===== src/design/swing_door_segment_encoder_unit_macros.svh =====
// Assertion macros for the swing-door segment encoder unit.
`ifndef SWING_DOOR_SEGMENT_ENCODER_UNIT_MACROS_SVH
`define SWING_DOOR_SEGMENT_ENCODER_UNIT_MACROS_SVH
`ifndef NO_ASSERTIONS
// Same-cycle implication, disabled during reset.
`define SDSE_ASSERT_NOW(lbl, clk, rst_n, ante, cons) \
    lbl: assert property (@(posedge clk) disable iff (!rst_n) (ante) |-> (cons)) \
        else $error("sdse: same-cycle check failed");
// Next-cycle implication, disabled during reset.
`define SDSE_ASSERT_NEXT(lbl, clk, rst_n, ante, cons) \
    lbl: assert property (@(posedge clk) disable iff (!rst_n) (ante) |=> (cons)) \
        else $error("sdse: next-cycle check failed");
`else
`define SDSE_ASSERT_NOW(lbl, clk, rst_n, ante, cons)
`define SDSE_ASSERT_NEXT(lbl, clk, rst_n, ante, cons)
`endif
`endif


===== src/design/sdse_pkg.sv =====
// Types and constants shared by the swing-door segment encoder.
package sdse_pkg;

    localparam int SAMPLE_W = 16;
    localparam int IDX_W    = 8;
    localparam int THR_W    = 15;
    localparam int PADDR_W  = 3;
    localparam int PDATA_W  = 32;

    localparam int SAMPLE_MAX = 32767;
    localparam int SAMPLE_MIN = -32768;

    localparam logic [THR_W-1:0] THR_RESET = 15'd16;

    // Word index of the error threshold register (paddr[2]).
    localparam logic REG_ERR_THR = 1'b0;

    typedef struct packed {
        logic signed [SAMPLE_W-1:0] sample;
        logic                       last_in_block;
    } in_beat_t;

    typedef struct packed {
        logic                       has_segment;
        logic [IDX_W-1:0]           start_index;
        logic [IDX_W-1:0]           end_index;
        logic signed [SAMPLE_W-1:0] start_value;
        logic signed [SAMPLE_W-1:0] slope;
        logic [IDX_W-1:0]           segment_count;
        logic                       too_long;
        logic                       last;
    } out_beat_t;

endpackage


===== src/design/swing_door_segment_encoder_unit.sv =====
// Swing-door segment encoder: sample channel in, segment channel out, APB register.
//
// Samples enter on sample_valid/sample_stall, one beat per sample, with
// last_in_block on the final sample of a block. Segment beats leave on
// result_valid/result_stall from an output register; a block ends with a
// beat that has last set. The APB port holds error_threshold at address 0.
// Each sample that narrows the doors runs two divisions by the anchor
// distance on one shared restoring divider, one quotient bit per cycle.
// The quotients are MAG_W = clog2(65536*SLOPE_SCALE_FACTOR) bits wide (20 at
// the default scale). Such a sample passes through ST_DIV_HI, ST_DIV_LO and
// ST_DECIDE before the next sample beat is taken; a sample that closes a
// segment also passes ST_SEG, and the segment sits in the output register
// when the next sample is taken. First samples, ignored samples and samples
// past the segment limit stay in ST_IDLE, or go to ST_END if the block ends there.
// A sample that closes a segment and ends the block gives two beats.
// While the output register is held by result_stall, the block finishes
// its current sample and waits before writing the next beat. Reset
// clears the block state, opens the doors and sets error_threshold to 16.
`include "swing_door_segment_encoder_unit_macros.svh"

module swing_door_segment_encoder_unit #(
    parameter int SLOPE_SCALE_FACTOR = 16,
    parameter int BLOCK_LEN          = 128,
    parameter int MAX_SEGMENTS       = 32
) (
    input  logic                              clk,
    input  logic                              rst_n,
    input  logic                              sample_valid,
    output logic                              sample_stall,
    input  sdse_pkg::in_beat_t                sample_beat,
    output logic                              result_valid,
    input  logic                              result_stall,
    output sdse_pkg::out_beat_t               result_beat,
    input  logic                              psel,
    input  logic                              penable,
    input  logic                              pwrite,
    input  logic [sdse_pkg::PADDR_W-1:0]      paddr,
    input  logic [sdse_pkg::PDATA_W-1:0]      pwdata,
    output logic [sdse_pkg::PDATA_W-1:0]      prdata,
    output logic                              pready
);

    localparam int IDX_W  = sdse_pkg::IDX_W;
    localparam int SMP_W  = sdse_pkg::SAMPLE_W;
    localparam int THR_W  = sdse_pkg::THR_W;
    localparam int MAG_W  = $clog2(65536 * SLOPE_SCALE_FACTOR);
    localparam int NUM_W  = MAG_W + 1;
    localparam int POS_W  = $clog2(BLOCK_LEN + 1);
    localparam int DCNT_W = $clog2(MAG_W);

    localparam logic signed [NUM_W-1:0] SCALE = NUM_W'(SLOPE_SCALE_FACTOR);
    localparam logic signed [NUM_W-1:0] DOOR_UP_OPEN =
        NUM_W'(sdse_pkg::SAMPLE_MAX * SLOPE_SCALE_FACTOR);
    localparam logic signed [NUM_W-1:0] DOOR_LO_OPEN =
        NUM_W'(sdse_pkg::SAMPLE_MIN * SLOPE_SCALE_FACTOR);
    localparam logic signed [NUM_W:0] MID_MAX = (NUM_W+1)'(sdse_pkg::SAMPLE_MAX);
    localparam logic signed [NUM_W:0] MID_MIN = (NUM_W+1)'(sdse_pkg::SAMPLE_MIN);
    localparam logic [POS_W-1:0]  POS_FULL  = POS_W'(BLOCK_LEN);
    localparam logic [IDX_W-1:0]  IDX_LAST  = IDX_W'(BLOCK_LEN - 1);
    localparam logic [IDX_W-1:0]  SEG_LIMIT = IDX_W'(MAX_SEGMENTS);
    localparam logic [DCNT_W-1:0] DCNT_LAST = DCNT_W'(MAG_W - 1);

    typedef enum logic [2:0] {
        ST_IDLE,
        ST_DIV_HI,
        ST_DIV_LO,
        ST_DECIDE,
        ST_SEG,
        ST_END
    } state_t;

    function automatic logic [MAG_W-1:0] magnitude(input logic signed [NUM_W-1:0] v);
        logic signed [NUM_W-1:0] a;
        a = v[NUM_W-1] ? -v : v;
        return a[MAG_W-1:0];
    endfunction

    function automatic logic signed [NUM_W-1:0] apply_sign(input logic [MAG_W-1:0] q,
                                                           input logic neg);
        logic signed [NUM_W-1:0] a;
        a = $signed({1'b0, q});
        return neg ? -a : a;
    endfunction

    state_t                    state_reg,        state_next;
    logic [THR_W-1:0]          thr_reg,          thr_next;
    logic [IDX_W-1:0]          anchor_index_reg, anchor_index_next;
    logic signed [SMP_W-1:0]   anchor_value_reg, anchor_value_next;
    logic signed [NUM_W-1:0]   upper_reg,        upper_next;
    logic signed [NUM_W-1:0]   lower_reg,        lower_next;
    logic [IDX_W-1:0]          segs_reg,         segs_next;
    logic [POS_W-1:0]          pos_reg,          pos_next;
    logic signed [SMP_W-1:0]   samp_reg,         samp_next;
    logic                      last_reg,         last_next;
    logic [IDX_W-1:0]          idx_reg,          idx_next;
    logic                      excess_reg,       excess_next;
    logic [IDX_W-1:0]          dt_reg,           dt_next;
    logic signed [NUM_W-1:0]   num_lo_reg,       num_lo_next;
    logic signed [NUM_W-1:0]   hi_reg,           hi_next;
    logic [MAG_W-1:0]          dq_reg,           dq_next;
    logic [IDX_W-1:0]          drem_reg,         drem_next;
    logic [DCNT_W-1:0]         dcnt_reg,         dcnt_next;
    logic                      dneg_reg,         dneg_next;
    logic                      out_valid_reg,    out_valid_next;
    sdse_pkg::out_beat_t       out_beat_reg,     out_beat_next;

    logic                      cfg_write;
    logic                      slot_free;
    logic                      take_sample;
    logic [IDX_W-1:0]          cur_idx;
    logic                      cur_excess;
    logic signed [SMP_W-1:0]   dy;
    logic signed [SMP_W+1:0]   sum_hi;
    logic signed [SMP_W+1:0]   sum_lo;
    logic signed [NUM_W-1:0]   num_hi;
    logic signed [NUM_W-1:0]   num_lo;
    logic [IDX_W:0]            rem_sh;
    logic [IDX_W:0]            rem_diff;
    logic                      q_bit;
    logic [IDX_W-1:0]          rem_new;
    logic [MAG_W-1:0]          q_new;
    logic signed [NUM_W-1:0]   lo_q;
    logic signed [NUM_W-1:0]   new_up;
    logic signed [NUM_W-1:0]   new_lo;
    logic signed [NUM_W:0]     door_sum;
    logic signed [NUM_W:0]     door_mid;
    logic signed [SMP_W-1:0]   mid_sat;
    logic                      div_busy;
    logic                      end_done;
    logic                      block_clear;

    // ---------------- register port ----------------
    assign cfg_write = psel && penable && pwrite && (paddr[2] == sdse_pkg::REG_ERR_THR);
    assign pready    = 1'b1;
    assign prdata    = (paddr[2] == sdse_pkg::REG_ERR_THR) ?
                       sdse_pkg::PDATA_W'(thr_reg) : '0;
    assign thr_next  = cfg_write ? pwdata[THR_W-1:0] : thr_reg;

    // ---------------- handshakes ----------------
    assign sample_stall = (state_reg != ST_IDLE);
    assign take_sample  = sample_valid && (state_reg == ST_IDLE);
    assign slot_free    = !out_valid_reg || !result_stall;
    assign result_valid = out_valid_reg;
    assign result_beat  = out_beat_reg;

    // ---------------- per-sample numerators ----------------
    assign cur_idx    = IDX_W'(pos_reg);
    assign cur_excess = (pos_reg == POS_FULL);
    assign dy         = sample_beat.sample - anchor_value_reg;
    assign sum_hi     = (SMP_W+2)'(dy) + $signed({3'b000, thr_reg});
    assign sum_lo     = (SMP_W+2)'(dy) - $signed({3'b000, thr_reg});
    assign num_hi     = NUM_W'(sum_hi) * SCALE;
    assign num_lo     = NUM_W'(sum_lo) * SCALE;

    // ---------------- restoring divider step ----------------
    assign rem_sh   = {drem_reg, dq_reg[MAG_W-1]};
    assign rem_diff = rem_sh - {1'b0, dt_reg};
    assign q_bit    = (rem_sh >= {1'b0, dt_reg});
    assign rem_new  = q_bit ? rem_diff[IDX_W-1:0] : rem_sh[IDX_W-1:0];
    assign q_new    = {dq_reg[MAG_W-2:0], q_bit};

    // ---------------- door update ----------------
    assign lo_q   = apply_sign(dq_reg, dneg_reg);
    assign new_up = (hi_reg < upper_reg) ? hi_reg : upper_reg;
    assign new_lo = (lo_q > lower_reg) ? lo_q : lower_reg;

    // Mid slope: halve toward zero, then clamp to 16 bits.
    assign door_sum = (NUM_W+1)'(upper_reg) + (NUM_W+1)'(lower_reg);
    assign door_mid = $signed(door_sum + (NUM_W+1)'(door_sum[NUM_W] & door_sum[0])) >>> 1;
    always_comb
    begin
        if (door_mid > MID_MAX)
        begin
            mid_sat = SMP_W'(sdse_pkg::SAMPLE_MAX);
        end
        else if (door_mid < MID_MIN)
        begin
            mid_sat = SMP_W'(sdse_pkg::SAMPLE_MIN);
        end
        else
        begin
            mid_sat = door_mid[SMP_W-1:0];
        end
    end

    // ---------------- sequencer ----------------
    always_comb
    begin
        logic [IDX_W-1:0] end_idx;
        end_idx = excess_reg ? IDX_LAST : idx_reg;

        state_next        = state_reg;
        anchor_index_next = anchor_index_reg;
        anchor_value_next = anchor_value_reg;
        upper_next        = upper_reg;
        lower_next        = lower_reg;
        segs_next         = segs_reg;
        pos_next          = pos_reg;
        samp_next         = samp_reg;
        last_next         = last_reg;
        idx_next          = idx_reg;
        excess_next       = excess_reg;
        dt_next           = dt_reg;
        num_lo_next       = num_lo_reg;
        hi_next           = hi_reg;
        dq_next           = dq_reg;
        drem_next         = drem_reg;
        dcnt_next         = dcnt_reg;
        dneg_next         = dneg_reg;
        out_beat_next     = out_beat_reg;
        out_valid_next    = out_valid_reg && result_stall;

        unique case (state_reg)
            ST_IDLE:
            begin
                if (take_sample)
                begin
                    samp_next   = sample_beat.sample;
                    last_next   = sample_beat.last_in_block;
                    idx_next    = cur_idx;
                    excess_next = cur_excess;
                    dt_next     = cur_idx - anchor_index_reg;
                    num_lo_next = num_lo;
                    dq_next     = magnitude(num_hi);
                    dneg_next   = num_hi[NUM_W-1];
                    drem_next   = '0;
                    dcnt_next   = '0;
                    if (cur_excess)
                    begin
                        state_next = sample_beat.last_in_block ? ST_END : ST_IDLE;
                    end
                    else if (pos_reg == '0)
                    begin
                        // first sample: anchor with open doors
                        anchor_index_next = '0;
                        anchor_value_next = sample_beat.sample;
                        upper_next        = DOOR_UP_OPEN;
                        lower_next        = DOOR_LO_OPEN;
                        pos_next          = pos_reg + 1'b1;
                        state_next        = sample_beat.last_in_block ? ST_END : ST_IDLE;
                    end
                    else if (segs_reg >= SEG_LIMIT)
                    begin
                        pos_next   = pos_reg + 1'b1;
                        state_next = sample_beat.last_in_block ? ST_END : ST_IDLE;
                    end
                    else
                    begin
                        state_next = ST_DIV_HI;
                    end
                end
            end
            ST_DIV_HI:
            begin
                dq_next   = q_new;
                drem_next = rem_new;
                dcnt_next = dcnt_reg + 1'b1;
                if (dcnt_reg == DCNT_LAST)
                begin
                    // hold upper quotient, load lower numerator
                    hi_next    = apply_sign(q_new, dneg_reg);
                    dq_next    = magnitude(num_lo_reg);
                    dneg_next  = num_lo_reg[NUM_W-1];
                    drem_next  = '0;
                    dcnt_next  = '0;
                    state_next = ST_DIV_LO;
                end
            end
            ST_DIV_LO:
            begin
                dq_next   = q_new;
                drem_next = rem_new;
                dcnt_next = dcnt_reg + 1'b1;
                if (dcnt_reg == DCNT_LAST)
                begin
                    state_next = ST_DECIDE;
                end
            end
            ST_DECIDE:
            begin
                pos_next = pos_reg + 1'b1;
                if (new_lo <= new_up)
                begin
                    upper_next = new_up;
                    lower_next = new_lo;
                    state_next = last_reg ? ST_END : ST_IDLE;
                end
                else
                begin
                    state_next = ST_SEG;
                end
            end
            ST_SEG:
            begin
                if (slot_free)
                begin
                    out_valid_next              = 1'b1;
                    out_beat_next.has_segment   = 1'b1;
                    out_beat_next.start_index   = anchor_index_reg;
                    out_beat_next.end_index     = idx_reg - 1'b1;
                    out_beat_next.start_value   = anchor_value_reg;
                    out_beat_next.slope         = mid_sat;
                    out_beat_next.segment_count = segs_reg + 1'b1;
                    out_beat_next.too_long      = 1'b0;
                    out_beat_next.last          = 1'b0;
                    segs_next         = segs_reg + 1'b1;
                    anchor_index_next = idx_reg;
                    anchor_value_next = samp_reg;
                    upper_next        = DOOR_UP_OPEN;
                    lower_next        = DOOR_LO_OPEN;
                    state_next        = last_reg ? ST_END : ST_IDLE;
                end
            end
            ST_END:
            begin
                if (slot_free)
                begin
                    out_valid_next         = 1'b1;
                    out_beat_next.too_long = excess_reg;
                    out_beat_next.last     = 1'b1;
                    if (segs_reg < SEG_LIMIT)
                    begin
                        out_beat_next.has_segment   = 1'b1;
                        out_beat_next.start_index   = anchor_index_reg;
                        out_beat_next.end_index     = end_idx;
                        out_beat_next.start_value   = anchor_value_reg;
                        out_beat_next.slope         = (end_idx == '0) ? '0 : mid_sat;
                        out_beat_next.segment_count = segs_reg + 1'b1;
                    end
                    else
                    begin
                        // segment limit reached: bare end marker
                        out_beat_next.has_segment   = 1'b0;
                        out_beat_next.start_index   = '0;
                        out_beat_next.end_index     = '0;
                        out_beat_next.start_value   = '0;
                        out_beat_next.slope         = '0;
                        out_beat_next.segment_count = segs_reg;
                    end
                    anchor_index_next = '0;
                    anchor_value_next = '0;
                    upper_next        = DOOR_UP_OPEN;
                    lower_next        = DOOR_LO_OPEN;
                    segs_next         = '0;
                    pos_next          = '0;
                    state_next        = ST_IDLE;
                end
            end
            default:
            begin
                state_next = ST_IDLE;
            end
        endcase
    end

    always_ff @(posedge clk or negedge rst_n)
    begin
        if (!rst_n)
        begin
            state_reg        <= ST_IDLE;
            thr_reg          <= sdse_pkg::THR_RESET;
            anchor_index_reg <= '0;
            anchor_value_reg <= '0;
            upper_reg        <= DOOR_UP_OPEN;
            lower_reg        <= DOOR_LO_OPEN;
            segs_reg         <= '0;
            pos_reg          <= '0;
            samp_reg         <= '0;
            last_reg         <= 1'b0;
            idx_reg          <= '0;
            excess_reg       <= 1'b0;
            dt_reg           <= '0;
            num_lo_reg       <= '0;
            hi_reg           <= '0;
            dq_reg           <= '0;
            drem_reg         <= '0;
            dcnt_reg         <= '0;
            dneg_reg         <= 1'b0;
            out_valid_reg    <= 1'b0;
            out_beat_reg     <= '0;
        end
        else
        begin
            state_reg        <= state_next;
            thr_reg          <= thr_next;
            anchor_index_reg <= anchor_index_next;
            anchor_value_reg <= anchor_value_next;
            upper_reg        <= upper_next;
            lower_reg        <= lower_next;
            segs_reg         <= segs_next;
            pos_reg          <= pos_next;
            samp_reg         <= samp_next;
            last_reg         <= last_next;
            idx_reg          <= idx_next;
            excess_reg       <= excess_next;
            dt_reg           <= dt_next;
            num_lo_reg       <= num_lo_next;
            hi_reg           <= hi_next;
            dq_reg           <= dq_next;
            drem_reg         <= drem_next;
            dcnt_reg         <= dcnt_next;
            dneg_reg         <= dneg_next;
            out_valid_reg    <= out_valid_next;
            out_beat_reg     <= out_beat_next;
        end
    end

    // ---------------- checks ----------------
    assign div_busy    = (state_reg == ST_DIV_HI) || (state_reg == ST_DIV_LO);
    assign end_done    = (state_reg == ST_END) && slot_free;
    assign block_clear = (segs_reg == '0) && (pos_reg == '0);

    `SDSE_ASSERT_NOW(a_doors_ordered, clk, rst_n, 1'b1, lower_reg <= upper_reg)
    `SDSE_ASSERT_NOW(a_seg_limit, clk, rst_n, 1'b1, segs_reg <= SEG_LIMIT)
    `SDSE_ASSERT_NOW(a_div_nonzero, clk, rst_n, div_busy, dt_reg != '0)
    `SDSE_ASSERT_NEXT(a_block_cleared, clk, rst_n, end_done, block_clear && out_valid_reg)

endmodule


===== config.mk =====
export PLATFORM = sky130hd
export DESIGN_NAME = swing_door_segment_encoder_unit
export DESIGN_NICKNAME = d
export VERILOG_FILES = /design/src/design/sdse_pkg.sv /design/src/design/swing_door_segment_encoder_unit.sv
export VERILOG_INCLUDE_DIRS = /design/src /design/src/design
export SDC_FILE = /design/constraint.sdc
export NUM_CORES = 1
export LEC_CHECK = 0
export BUFFER_PORTS_ARGS = -buffer_cell sky130_fd_sc_hd__buf_2
export CAP_MARGIN = 20
export CORE_AREA = 2 2 219 221
export CTS_BUF_LIST = sky130_fd_sc_hd__clkbuf_8
export CTS_CLUSTER_SIZE = 40
export DETAILED_ROUTE_END_ITERATION = 7
export DIE_AREA = 0 0 221 223
export PLACE_DENSITY = 0.58
export SYNTH_ARGS = -nofsm -noshare
export SYNTH_HDL_FRONTEND = slang
export SYNTH_SLANG_ARGS = --single-unit

===== constraint.sdc =====
create_clock -name clk -period 12.15 [get_ports clk]
set_input_delay 2.43 -clock clk [delete_from_list [all_inputs] [get_ports clk]]
set_output_delay 2.43 -clock clk [all_outputs]
set_load 0.01 [all_outputs]

==> summary.md <==
| Metric | Value |
|---|---|
| Yosys top cell by area | dfrtp_1 |
| Setup violation total in the final timing report | 0 |
| Start point of the worst min-delay path | result_beat[26] |
| Via count of the first global-routing pass | 15.4k |
| CTS HTree Levels | 2 |
| Largest net degree at the start of global routing | 119 |
| Final Max Tran Viols | 0 |
| Area used by multi-input combinational logic | 10900 um2 |
| Area of the die | 49300 um2 |
| Path category of the worst min-delay check | reg -> reg |
| Final Hold Fails | 0 |
| Transition at the pin with the smallest max-transition slack | 1.11 ns |
| Mean post-synth cell area | 8.57 um2 |
| Seq. cell area | 6680 um2 |
| Clock transition at the registers of the reported paths | 0.06 ns |
| Endpoint of the worst hold-timing path | result_beat[26] |
| Critical Path Max Stage Delay | 0.60 ns |
| Critical path launch point type | register |
| GRT Util Overall | 0.201 |
| R2R setup slack | 4.47 ns |
| Post-synthesis compound-gate area fraction | 0.209 |
| Number of gates resized after cts | 0 |
| Fill cells | 4701 |
| First-pass detailed-route iteration total | 5 |
| Area added between synthesis and finish | 11.1% |
| Die span in y | 223 um |
| Period utilisation layout | 0.632 |
| FFs w/ async S/R, synth | 1.00 |
| Per-cell via count in the routed design | 5.43 |
| Top cell types by occurrence after synthesis | 285 x nand2_1, 248 x dfrtp_1, 193 x o21ai_0 |
| Number of buffer cells added on primary ports | 115 |
| Via count | 15.7k |
| Placement Rows | 80 |
| Post-Synth Adder-Cell Area | 0.111 |
| Synthesized instance count | 2171 |
| Antenna violations before repair | 7 |
| Status | finished, final reports clean |
| DPL Wire Length | 37.0 mm |
| RSZ-0062 raised after global routing | false |
| Predominant post-synthesis flop cell | dfrtp_1 |
| Synth top area share | 0.333 |
| Total clock buffers created by CTS | 50 |
| Final setup skew | 0.0346 ns |
| R2r endpoint | upper_reg[0] |
| CTS Buffer Depth | 3 |
| Critical path type | reg -> reg |
| Area contributors post-synth | dfrtp_1 33%, ha_1 10%, nand2_1 5.7% |
| Setup Fix Bufs, Post-CTS | 0 |
| Number of distinct library cells after synthesis | 84 |
| Maximum clock rate | 130 MHz |
| Insertion delay to the later sink of the worst-skew pair | 0.64 ns |
| Die Wd | 221 um |
| Critical-path maximum fanout | 44 |
| CTS sink count | 266 |
| Final net count | 2463 |
| Cell count of the worst reg-to-reg path | 25 |
| Synthesis-stage register bit count | 266 |
| Number of hold buffers added after CTS | 0 |
| Xor and xnor fraction of the mapped netlist area | 0.0701 |
| Critical-path cell with the highest stage delay | or4_1 |
| Number of violations of the max-capacitance limit | 0 |
| Routed wire length per instance | 17.2 um |
| Mux share of post-synthesis cell area | 0.0221 |
| Cell chosen for the clock root | clkbuf_8 |
| CTS tree | done |
| Simple-gate share of the synthesized area | 0.165 |
| Worst slew margin relative to its limit | 0.255 |
| Required arrival time at the worst endpoint | 12.66 ns |
| Combinational family with the most area after synthesis | compound AO/OA/AOI/OAI gates |
| Accumulated negative setup slack | 0 ns |
| Routed wire length | 49.7 mm |
| Sort of element at the end of the critical path | register |
| Most repeated cell in the gate-level netlist after synthesis | nand2_1 |
| Worst endpoint data arrival time | 8.19 ns |
| Reg2reg start | dq_reg[5] |
| Floorplan Core Area | 47100 um2 |
| Number of enable flip-flop cells after synthesis | 0 |
| Max reg flops | 59 |
| Post-synthesis sequential area ratio | 0.359 |
| Count of boundary I/O pins | 153 |
| Post-synth design cell area | 18600 um2 |
| Remaining antenna violation count | 0 |
| Yosys warning count | 0 |
| Number of buffers and inverters on the critical path | 2 |
| Drt drc | 0 |
| Post-route minimum period | 7.68 ns |
| DRT iter0 DRCs | 997 |
| Congestion Overflow GR | 0 |
| Routability Congestion | 0.847 |
| Hold Path Stages | 2 |
| Largest delay share family, worst path | compound AO/OA/AOI/OAI gates |
| Initial Util | 0.395 |
| Fraction of final layout cells sized beyond drive strength 1 | 0.120 |
| Global-route wire length before repair | 81.5 mm |
how the worst max path moves through the flow:
stage                    end      startpoint  slack [ns]  cells past startpoint
6_report        upper_reg[0]       dq_reg[5]        4.47                     25
5_1_grt         upper_reg[0]       dq_reg[5]        4.02                     25
4_1_cts         upper_reg[4]       dq_reg[5]        4.44                     25
3_5_place_dp   upper_reg[12]       dq_reg[5]        4.57                     25
3_3_place_gp   upper_reg[13]       dq_reg[5]        4.62                     25
2_1_floorplan     dq_reg[18]  sample_beat[1]        5.49                     27
layer usage:
metal	GRT usage	up-vias	part of all wire
met4	0.0608	10	0.024
li1	-	7742	-
met3	0.0348	93	0.041
met1	0.277	7554	0.48
met5	0	-	0.0014
met2	0.322	325	0.46
logic make-up (layout without fill, tap and decap cells):
kind of cell	after synthesis	after routing
XOR/XNOR	149	149
flip-flops	266	266
AND/OR/NAND/NOR	673	673
other	2	20
buffers and inverters	287	380
multiplexers	39	39
AO/OA/AOI/OAI	593	593
adder cells (fa/ha/maj)	162	162
cell type report:
class / instances / area share
Clock inverter: 22 / 0.00478
Clock buffer: 68 / 0.0453
Multi-Input combinational cell: 1634 / 0.525
Tap cell: 615 / 0.0372
Inverter: 157 / 0.0285
Timing Repair Buffer: 133 / 0.0358
Sequential cell: 266 / 0.323
Antenna cell: 2 / 0.000242
stage by stage:
| step | instance area [um2] | utilization | setup WS [ns] | cells | hold slack, ns |
|---|---|---|---|---|---|
| 2_1_floorplan | 18700 | - | 5.49 | 2187 | 0.447 |
| 3_3_place_gp | 19600 | 0.416 | 4.62 | 2804 | 0.459 |
| 3_5_place_dp | 19600 | 0.416 | 4.57 | 2804 | 0.459 |
| 4_1_cts | 20600 | 0.438 | 4.44 | 2894 | 0.473 |
| 5_1_grt | 20700 | 0.439 | 4.02 | 2897 | 0.505 |
| 6_report | 20700 | 0.439 | 4.47 | 2897 | 0.468 |
layout by cell type (no fill, tap or decap), drive strengths merged, types with 43 or more instances in the layout:
cell type and instances:
nand2 285, xnor2 91, buf 133, a21o 43, ha 156, dfrtp 248, inv 176, clkbuf 68
nor2 161, o21ai 200, xor2 58, a21oi 114, o31ai 43
worst min-delay path: cells and delay by family, from the launching register on:
family / cells / cell delay (ns)
DFF: 1 / 0.34
and+or+nand+nor: 2 / 0.10
Power is left out: the tool's default activity adds up to more than one toggle a clock period on the data nets, which glitch-free logic cannot reach.
